**src/rtl/core/ihs_pkg.sv**
```systemverilog
// Shared types and constants for the indexed hash set.
package ihs_pkg;

    localparam int DEF_TABLE_SLOTS = 1024;
    localparam int DEF_KEY_BITS    = 32;

    localparam int KIND_W  = 3;
    localparam int IDX_W   = 10;
    localparam int LIMIT_W = 11;
    localparam int STAT_W  = 3;

    localparam logic [LIMIT_W-1:0] LIMIT_RESET = 11'd768;
    localparam logic [31:0]        HASH_MULT   = 32'd134217689;

    localparam logic [KIND_W-1:0] KIND_PUT    = 3'd0;
    localparam logic [KIND_W-1:0] KIND_LOOKUP = 3'd1;
    localparam logic [KIND_W-1:0] KIND_ERASE  = 3'd2;
    localparam logic [KIND_W-1:0] KIND_READ   = 3'd3;
    localparam logic [KIND_W-1:0] KIND_CLEAR  = 3'd4;

    typedef enum logic [2:0] {
        OP_PUT, OP_LOOKUP, OP_ERASE, OP_READ, OP_CLEAR
    } t_op;

    typedef enum logic [STAT_W-1:0] {
        ST_INSERTED = 3'd0,
        ST_PRESENT  = 3'd1,
        ST_FOUND    = 3'd2,
        ST_ABSENT   = 3'd3,
        ST_ERASED   = 3'd4,
        ST_FULL     = 3'd5,
        ST_KEY_READ = 3'd6,
        ST_CLEARED  = 3'd7
    } t_status;

    typedef struct packed {
        logic valid;
        t_op  op;
    } t_q_ctl;

    typedef struct packed {
        logic init_busy;
        logic idle;
    } t_back_stat;

endpackage

```
**src/rtl/core/ihs_front.sv**
```systemverilog
// Front end: accepts commands, decodes the kind, hashes the key, queues the word.
module ihs_front #(
    parameter int TABLE_SLOTS = ihs_pkg::DEF_TABLE_SLOTS,
    parameter int KEY_BITS    = ihs_pkg::DEF_KEY_BITS
) (
    input  logic                             i_clk,
    input  logic                             i_rst_n,
    input  logic                             i_start,
    output logic                             o_busy,
    input  logic [ihs_pkg::KIND_W-1:0]       i_kind,
    input  logic [KEY_BITS-1:0]              i_key,
    input  logic [ihs_pkg::IDX_W-1:0]        i_index_in,
    input  ihs_pkg::t_back_stat              i_stat,
    input  logic                             i_pop,
    output ihs_pkg::t_q_ctl                  o_q_ctl,
    output logic [KEY_BITS-1:0]              o_q_key,
    output logic [ihs_pkg::IDX_W-1:0]        o_q_index,
    output logic [$clog2(TABLE_SLOTS)-1:0]   o_q_home
);

    localparam int SLOT_W = $clog2(TABLE_SLOTS);
    localparam logic [31:0] HM = ihs_pkg::HASH_MULT;
    localparam logic [SLOT_W-1:0] MULT_LO = HM[SLOT_W-1:0];

    ihs_pkg::t_op               r_q_op    [2];
    logic [KEY_BITS-1:0]        r_q_key   [2];
    logic [ihs_pkg::IDX_W-1:0]  r_q_index [2];
    logic [SLOT_W-1:0]          r_q_home  [2];
    logic                       r_wp, r_rp;
    logic [1:0]                 r_cnt;

    ihs_pkg::t_op               dec_op;
    logic                       dec_ok;
    logic                       push;
    logic [KEY_BITS+SLOT_W-1:0] key_sh;
    logic [2*SLOT_W-1:0]        prod;
    logic [SLOT_W-1:0]          home;

    always_comb begin
        dec_ok = 1'b1;
        dec_op = ihs_pkg::OP_PUT;
        unique case (i_kind)
            ihs_pkg::KIND_PUT:    dec_op = ihs_pkg::OP_PUT;
            ihs_pkg::KIND_LOOKUP: dec_op = ihs_pkg::OP_LOOKUP;
            ihs_pkg::KIND_ERASE:  dec_op = ihs_pkg::OP_ERASE;
            ihs_pkg::KIND_READ:   dec_op = ihs_pkg::OP_READ;
            ihs_pkg::KIND_CLEAR:  dec_op = ihs_pkg::OP_CLEAR;
            default:              dec_ok = 1'b0;
        endcase
    end

    // home slot: low bits of (key >> 2) * multiplier
    assign key_sh = {{SLOT_W{1'b0}}, i_key} >> 2;
    assign prod   = key_sh[SLOT_W-1:0] * MULT_LO;
    assign home   = prod[SLOT_W-1:0];

    assign o_busy = (r_cnt == 2'd2) || i_stat.init_busy;
    assign push   = i_start && !o_busy && dec_ok;

    always_ff @(posedge i_clk) begin
        if (!i_rst_n) begin
            r_wp  <= 1'b0;
            r_rp  <= 1'b0;
            r_cnt <= 2'd0;
        end else begin
            if (push) begin
                r_q_op[r_wp]    <= dec_op;
                r_q_key[r_wp]   <= i_key;
                r_q_index[r_wp] <= i_index_in;
                r_q_home[r_wp]  <= home;
                r_wp            <= ~r_wp;
            end
            if (i_pop) begin
                r_rp <= ~r_rp;
            end
            r_cnt <= r_cnt + {1'b0, push} - {1'b0, i_pop};
        end
    end

    assign o_q_ctl.valid = (r_cnt != 2'd0);
    assign o_q_ctl.op    = r_q_op[r_rp];
    assign o_q_key       = r_q_key[r_rp];
    assign o_q_index     = r_q_index[r_rp];
    assign o_q_home      = r_q_home[r_rp];

endmodule

```
**config.mk**
```make
export PLATFORM = sky130hd
export DESIGN_NAME = ihs_front
export DESIGN_NICKNAME = d
export VERILOG_FILES = /design/src/rtl/core/ihs_pkg.sv /design/src/rtl/core/ihs_front.sv
export SDC_FILE = /design/constraint.sdc
export NUM_CORES = 1
export LEC_CHECK = 0
export ABC_CLOCK_PERIOD_IN_PS = 9500
export BUFFER_PORTS_ARGS = -buffer_cell sky130_fd_sc_hd__buf_2
export CORE_UTILIZATION = 48
export CTS_CLUSTER_DIAMETER = 100
export DETAILED_ROUTE_END_ITERATION = 10
export PLACE_DENSITY_LB_ADDON = 0.15
export SLEW_MARGIN = 40
export SYNTH_ARGS = -nofsm -noshare
export SYNTH_HDL_FRONTEND = slang
export SYNTH_SLANG_ARGS = --single-unit
export TNS_END_PERCENT = 10
```
**constraint.sdc**
```tcl
create_clock -name i_clk -period 9.5 [get_ports i_clk]
set_clock_uncertainty 0.1 [all_clocks]
set_input_delay 0 -clock i_clk [delete_from_list [all_inputs] [get_ports i_clk]]
set_output_delay 0 -clock i_clk [all_outputs]
set_load 0.1 [all_outputs]
```
# --- Yosys cells after proc, flatten, opt, wreduce, memory -nomap -nowiden ---
# Memories as Yosys holds them, arrays and structs flattened. A register that Yosys moved wholly into a read port is not among the register bits.
# Cells that the tools add are included.
# Widths: inputs -> output; s select.
word_totals:
  regBits: 4
  ramBits: 110
  input_bits: 51
  output_inout_bits: 57
  wordCells: 37
  n_memories: 4
mem_list:
  columns: ["memory", "words", "word_bits", "rd", "rd_clocked_by_memory_dff", "write_ports", "line", "source"]
  rows:
  - ["r_q_key", 2, 32, 1, 1, 1, "ihs_front.sv:26", "logic [KEY_BITS-1:0] r_q_key [2];"]
  - ["r_q_home", 2, 10, 1, 1, 1, "ihs_front.sv:28", "logic [SLOT_W-1:0] r_q_home [2];"]
  - ["r_q_index", 2, 10, 1, 1, 1, "ihs_front.sv:27", "logic [ihs_pkg::IDX_W-1:0] r_q_index [2];"]
  - ["r_q_op", 2, 3, 1, 1, 1, "ihs_front.sv:25", "ihs_pkg::t_op r_q_op [2];"]
classes:
  add_sub_neg: 2
  multipliers: 1
  eq_ne: 5
  muxes: 13
  bitwise_logic: 2
  n_reduce_logical: 7
ops:
  columns: ["operator", "count"]
  rows:
  - ["$mux 1", 12]
  - ["$pmux 3 s4", 1]
  - ["$mul 10x7->10 const B", 1]
  - ["$eq 3x2->1 const B", 2]
  - ["$reduce_or 5->1", 1]
  - ["$eq 3x1->1 const B", 1]
  - ["$eq 3x3->1 const B", 1]
  - ["$logic_not 3->1", 1]
  - ["$add 2x1->2", 1]
  - ["$eq 2x2->1 const B", 1]
  - ["$logic_and 1x1->1", 2]
  - ["$not 1->1", 2]
  - ["$reduce_bool 2->1", 1]
  - ["$sub 2x1->2", 1]
  - ["$logic_not 1->1", 1]
  - ["$logic_or 1x1->1", 1]

# --- Depth between registers and ports, before layout ---
# Gate-level depths: netlist (run 1).
depth:
  ltp_word: 8
  ltp_mapped: 12
  depth_no_buf: 12

# --- Worst setup path before layout (run 1) ---
# OpenSTA, ideal clock, no wires.
synth_timing:
  kind: "register to register"
  startpoint: "register r_cnt[0]"
  endpoint: "memory r_q_home[0][0] in the netlist's numbering, enable pin"
  setup_ns: 0.526
  t_arrival_ns: 4.203
  required_ns: 8.874
  path_slack_ns: 4.671
  path_stages_with_launch: 4
  path_buffers: 0
  period_less_slack_ns: 4.829
  path_cell_list: "dfxtp_1 nand2b_1 nand4b_1 nor3_1"
synth_between:
  elab_chain_len: 8
synth_rtl:
  columns: ["element", "line", "source"]
  rows:
  - ["from (decl)", "ihs_front.sv:30", "logic [1:0] r_cnt;"]
  - ["from (signal assigned)", "ihs_front.sv:76", "r_cnt <= r_cnt + {1'b0, push} - {1'b0, i_pop};"]
  - ["$eq 2x2->1", "ihs_front.sv:57", "assign o_busy = (r_cnt == 2'd2) || i_stat.init_busy;"]
  - ["$logic_or 1x1->1", "ihs_front.sv:57", null]
  - ["$logic_not 1->1", "ihs_front.sv:58", "assign push = i_start && !o_busy && dec_ok;"]
  - ["$logic_and 1x1->1 (2 in series)", "ihs_front.sv:58", null]
  - ["$mux 1", "ihs_front.sv:66", "if (push) begin"]
  - ["$mux 1", "ihs_front.sv:61", "if (!i_rst_n) begin"]
  - ["$mux 1 (implied by the code)", "ihs_front.sv:70", "r_q_home[r_wp] <= home;"]
  - ["to (decl)", "ihs_front.sv:28", null]
# Every way passes these cells.

# --- Worst setup path in the final report (run 1) ---
layout_timing:
  startpoint: "input i_key[4]"
  endpoint: "memory r_q_home[1][9] in the netlist's numbering, data pin"
layout_between:
  elab_chain_len: 1
layout_rtl:
  columns: ["element", "line", "source"]
  rows:
  - ["from (decl)", "ihs_front.sv:11", "input logic [KEY_BITS-1:0] i_key,"]
  - ["$mul 10x7->10", "ihs_front.sv:54", "assign prod = key_sh[SLOT_W-1:0] * MULT_LO;"]
  - ["named net prod[9]", "ihs_front.sv:36", "logic [2*SLOT_W-1:0] prod;"]
# The timed path passes the listed nets, and every way through them passes these cells.

==> metrics, run 1 <==
syn avg cell area=18.3 um2; Vias=2592; sequential fraction of the synthesis area=0.706; CP max FO=5; most frequent cells in the layout=buf_2, edfxtp_1, mux2_2, dlygate4sd3_1, inv_1; die width=99.5 um; leakage power=2.30 nW; PnR worst setup slack=6160 ps; Synth Warn #=0; Clock Sinks=109; WP data required=9500 ps; first-pass GRT wire length=12.6 mm; vias in the first global route=2614; synth unique cells=21; Die Ht=99.5 um; #FFs+latches synth=109; Relative slew margins=0.637; fin crit period=3340 ps; Port Buf Inserts=106; worst r2r src=r_cnt[0]$_SDFF_PN0_; fmax=0.300 GHz; Arrival @ worst endpoint=3330 ps; RSZ-0062 raised after global routing=no; full die area=0.00991 mm2; Peak VDD IR=0.0000962 V; syn nets=328; Mapped Area=0.00457 mm2; Fin Setup TNS=0 ps; Tot GR Track Use=0.172; clk buf depth=2; Worst Max-Slew Pin Slew=545 ps; Pwr Total=0.00112 W; DR WL/cell=14.9 um; Setup crit start kind=input port; root buf cell=clkbuf_8; Core Rows=35; mux cell area share after synthesis=0.128; critical path type=input port to flip-flop; CTS tree=built; drt via density=4.76; io pins=108; placed cell area=0.00525 mm2; met2 Track Usage GR=0.309; xor and xnor fraction of the mapped netlist area=0.0269; Clock Pin Slew Worst Setup and Hold Paths=90 ps; fin nets=489; Post-CTS Setup Bufs=0; non-filler cells, final=545; final hold violation count=0; HP Class=input port to flip-flop; adder-cell share of the synthesized area=0.0871; met1 Track Usage GR=0.203; met3 Use GR=0.0415; routed wire length=8.14 mm; GP Congestion=0.745; outcome=finished clean; P per Cell Area=189 mW/mm2; Syn Inst Count=250; most common cell after layout, fill and taps aside=buf_2; cts bufs inserted=9; GRT overflow=0; htree depth=3; later-pin clock latency in the skew report=350 ps; Area Overhead vs Synth=29.3%; final slew viol count=0; First-pass DRT Iterations=4; Max-Cap Viols=0; busiest layer in global routing=met2; Detailed Route Iter0 Violations=43; HPWL after DPL=5.00 mm; Core Box Area=0.00924 mm2; Worst Setup End Kind=flip-flop; final instance area=0.00590 mm2; Placed Cells=481; hold_sp=i_stat[1]; Compound-Gate Fraction of Synth Area=0.00658; initial antenna violation count=0; main combinational cell family by area after synthesis=multiplexers; largest net degree at the start of global routing=41; Initial Util=0.494; Setup Viol. Count Final=0; worst setup path startpoint=i_key[4]; crit share post-route=0.351; simple-gate portion of the synthesized area=0.0173; share of post-route cells with drive strength above 1=0.435; DRC viols=0; Routed Antenna Nets=0; Ant. Diodes=0; DP Worst Slack=6280 ps
cell families (layout without fill, tap and decap cells):
logic type                 count (synthesis)  in the layout
AOI/OAI and AO/OA                          5              5
xor gates and xnor gates                  14             14
adders and majority gates                 27             27
buffers and inverters                     29            195
DFF                                      109            109
muxes                                     52             52
and+or+nand+nor                           14             14
timing repair:
| action | 4_1_cts | 5_1_grt |
|---|---|---|
| hold endpoints to repair | 97 | 0 |
| hold buffers | 48 | 0 |
| resized for setup | 0 | 0 |
layout make-up:
class	instances	area, um2
multi-input cells	112	1220
flip-flops and latches	109	3220
inverters	20	75.1
clock inverters	5	36.3
repair buffers	159	1050
clock buffers	11	131
fillers	706	3340
well taps	129	161
Yosys cell counts:
| cell type | number | area [um2] |
|---|---|---|
| xnor2_1 | 12 | 105 |
| a21o_1 | 2 | 15.0 |
| nor2b_1 | 2 | 12.5 |
| o21ai_0 | 1 | 5.00 |
| inv_1 | 20 | 75.1 |
| mux2_2 | 52 | 586 |
| buf_4 | 3 | 22.5 |
| nor3b_1 | 1 | 7.51 |
| xor2_1 | 2 | 17.5 |
| nand4b_1 | 1 | 8.76 |
| fa_1 | 8 | 160 |
| a21oi_1 | 2 | 10.0 |
| ha_1 | 19 | 238 |
| nand2b_1 | 2 | 12.5 |
| dfxtp_1 | 5 | 100 |
| nor2_1 | 4 | 15.0 |
| nor3_1 | 2 | 10.0 |
| and2_1 | 1 | 6.26 |
| edfxtp_1 | 104 | 3120 |
| buf_2 | 6 | 30.0 |
| or2_2 | 1 | 6.26 |
through the flow:
stage | util | hold slack, ps
2_1_floorplan | - | -1.13
3_3_place_gp | 0.569 | 88.7
3_5_place_dp | 0.569 | 91.6
4_1_cts | 0.639 | 31.8
5_1_grt | 0.639 | 68.9
6_report | 0.639 | 58.8
state kept, by name, summed over array words and instances (netlist names), named ones only:
signal,flops
r_q_key,58
r_q_home,20
r_q_index,20
r_q_op,6
r_cnt,2
r_rp,1
r_wp,1
path summary, 6_finish.rpt:
path | end | slack, ps | depth (start not counted)
worst max-delay path | r_q_home[1][9]$_DFFE_PP_ | 6160 | 12
worst min-delay path | r_wp$_SDFFE_PN0P_ | 60 | 4
worst max register to register | r_q_key[0][6]$_DFFE_PP_ | 7590 | 4
worst min register to register | r_rp$_SDFFE_PN0P_ | 430 | 2
power by group:
part	internal, W	switching, W
Sequential	0.000550	0.00000579
Combinational	0.0000936	0.000225
Clock	0.0000962	0.000147
Total	0.000740	0.000378
worst max-delay path, stage by stage:
cell,delay (ps)
dlygate4sd3_1,510
buf_2,150
inv_1,50
ha_1,310
fa_1,520
inv_1,60
fa_1,490
inv_1,60
fa_1,500
ha_1,350
a21oi_1,210
xnor2_1,120
per-layer routing:
layer  wire [um]  part of all wire
met1        3370              0.41
met2        4360              0.54
met3         299             0.037
met4         102             0.013
met5           0                 0
Note: power is estimated with default switching activity, not from simulation.
==> inputs of run 2 (changes only) <==
--- a/config.mk
+++ b/config.mk
@@ -5,7 +5,8 @@
 export SDC_FILE = /design/constraint.sdc
 export NUM_CORES = 1
 export LEC_CHECK = 0
-export ABC_CLOCK_PERIOD_IN_PS = 9500
+export ABC_AREA = 1
+export ABC_CLOCK_PERIOD_IN_PS = 3300
 export BUFFER_PORTS_ARGS = -buffer_cell sky130_fd_sc_hd__buf_2
 export CORE_UTILIZATION = 48
 export CTS_CLUSTER_DIAMETER = 100
==> constraint.sdc (replaced) <==
create_clock -name i_clk -period 3.3 [get_ports i_clk]
set_clock_uncertainty 0.1 [all_clocks]
set_input_delay 0 -clock i_clk [delete_from_list [all_inputs] [get_ports i_clk]]
set_output_delay 0 -clock i_clk [all_outputs]
set_load 0.1 [all_outputs]
==> metrics, run 2 <==
Clock Sinks=109; Mapped Area=0.00495 mm2; fin crit period=3130 ps; Core Rows=36; max reg flops=58; Relative slew margins=0.526; Tot GR Track Use=0.165; Area Overhead vs Synth=27.7%; sequential fraction of the synthesis area=0.651; Syn Inst Count=290; area of the multi-input gates=0.00151 mm2; most frequent cells in the layout=buf_2, edfxtp_1, mux2_4, dlygate4sd3_1, inv_1; HPWL after DPL=5.55 mm; htree depth=3; DR WL/cell=14.1 um; first-pass GRT wire length=13.7 mm; Gate power share=0.296; Sw Share=0.345; vias in the first global route=2858; Clock Pin Slew Worst Setup and Hold Paths=100 ps; clk buf depth=2; #FFs+latches synth=109; Post-synth EDFFs=104; largest area contributor in the netlist=edfxtp_1; final hold violation count=0; reg2reg path depth=5; switching pwr=0.00115 W; GP Congestion=0.751; Initial Util=0.502; fin nets=533; Arrival @ worst endpoint=3150 ps; DRC viols=0; leakage power=2.64 nW; later-pin clock latency in the skew report=360 ps; crit share post-route=0.947; Setup crit start kind=input port; register area=0.00323 mm2; Max-Cap Viols=0; root buf cell=clkbuf_8; full die area=0.0107 mm2; Synth Warn #=0; Peak VDD IR=0.000229 V; Reg with most FFs=r_q_key; initial antenna violation count=0; syn nets=368; share of post-route cells with drive strength above 1=0.413; P per Cell Area=526 mW/mm2; Post-CTS Setup Bufs=0; commonest cells in the synthesized netlist=edfxtp_1, mux2_4, inv_1; biggest regs=r_q_key x58, r_q_home x20, r_q_index x20; Seq pwr share=0.477; drt via density=4.64; Worst Setup End Kind=flip-flop; internal power=0.00218 W; routed wire length=8.37 mm; CTS tree=built; fmax=0.320 GHz; most common cell after layout, fill and taps aside=buf_2; First-pass DRT Iterations=4; synth unique cells=22; outcome=finished clean; Die Ht=104 um; Detailed Route Iter0 Violations=99; DP Worst Slack=22.7 ps; clock share of power=0.227; cts bufs inserted=9; count leader, synth=edfxtp_1; Worst Max-Slew Pin Slew=711 ps; PnR worst setup slack=174 ps; Vias=2752; Setup Viol. Count Final=0; io pins=108; Yosys top cell area share=0.631; Fin Setup TNS=0 ps; Routed Antenna Nets=0; syn avg cell area=17.1 um2; critical path type=input port to flip-flop; Port Buf Inserts=106; Synth area leaders=edfxtp_1, mux2_4, ha_1, fa_1, inv_1; ys flop type=edfxtp_1; HP Class=input port to flip-flop; Ant. Diodes=0; Hold Path Depth=4; WP data required=3330 ps; final slew viol count=0; Core Box Area=0.00986 mm2; GRT overflow=0; ys async rst share=0; CP max FO=7; largest net degree at the start of global routing=53; Filler Cells Inserted=736; die width=104 um
==> run 2: layer usage <==
layer / wire [um] / vias to the layer above / GRT usage
met5: 0 / - / 0
met4: 98 / 0 / 0.0621
met3: 307 / 7 / 0.0302
met2: 4200 / 67 / 0.287
met1: 3760 / 1313 / 0.205
li1: - / 1365 / -
==> run 2: what timing repair did <==
item / in CTS / in global routing
endpoints found under the hold margin: 97 / 0
gates resized for setup: 0 / 5
hold buffers: 50 / 0
endpoints found under the setup margin: 0 / 2
==> run 2: power by group through the flow <==
stage | Sequential, W | Combinational (W) | Clock [W]
finish | 0.00159 | 0.000983 | 0.000755
global route | 0.00159 | 0.00105 | 0.000833
CTS | 0.00159 | 0.000964 | 0.000783
detailed placement | 0.00162 | 0.000915 | 0
global placement | 0.00165 | 0.000865 | 0
floorplan | 0.00162 | 0.000780 | 0
==> run 2: path summary, 6_finish.rpt <==
path | slack (ps) | start | end
setup / recovery | 170 | i_key[7] | r_q_home[1][9]$_DFFE_PP_
hold / removal | 30 | i_start | r_wp$_SDFFE_PN0P_
setup reg to reg | 1290 | r_cnt[0]$_SDFF_PN0_ | r_q_home[1][3]$_DFFE_PP_
hold reg to reg | 410 | r_wp$_SDFFE_PN0P_ | r_wp$_SDFFE_PN0P_
==> run 2: critical path, stage by stage <==
cell and delay [ps]:
dlygate4sd3_1 530, buf_2 180, fa_1 540, inv_1 50, fa_1 490, inv_1 50
fa_1 480, ha_4 270, a21oi_1 180, nand2_2 70, inv_1 50, nand2_1 40
nand2_1 70, inv_1 40, nand2_1 50, nand2_1 50
==> run 2: layout make-up <==
cell class	count	share of cell area
Multi-Input combinational cell	139	0.239
Clock buffer	10	0.0202
Inverter	33	0.0196
Clock inverter	6	0.00851
Timing Repair Buffer	163	0.175
Tap cell	133	0.0263
Sequential cell	109	0.511
==> run 2: stage by stage <==
step | area, um2 | hold slack [ps] | std cells | power, W | util
after floorplan | 4950 | -6.55 | 290 | 0.00239 | -
after global placement | 5570 | 88.2 | 525 | 0.00252 | 0.564
after detailed placement | 5610 | 92.2 | 527 | 0.00253 | 0.568
after CTS | 6290 | 7.41 | 593 | 0.00334 | 0.638
after global routing | 6320 | 18.6 | 593 | 0.00348 | 0.641
final | 6320 | 30.9 | 593 | 0.00333 | 0.641
==> run 2: cells by family (layout without fill, tap and decap cells) <==
| group | count (synthesis) | in the layout | share of synthesized area |
|---|---|---|---|
| flip-flops | 109 | 109 | 0.651 |
| multiplexers | 52 | 52 | 0.156 |
| AND/OR/NAND/NOR | 47 | 47 | 0.0417 |
| buffers and inverters | 42 | 212 | 0.0521 |
| adder cells (fa/ha/maj) | 27 | 27 | 0.0804 |
| AO/OA/AOI/OAI | 7 | 7 | 0.00784 |
| XOR/XNOR | 6 | 6 | 0.0106 |
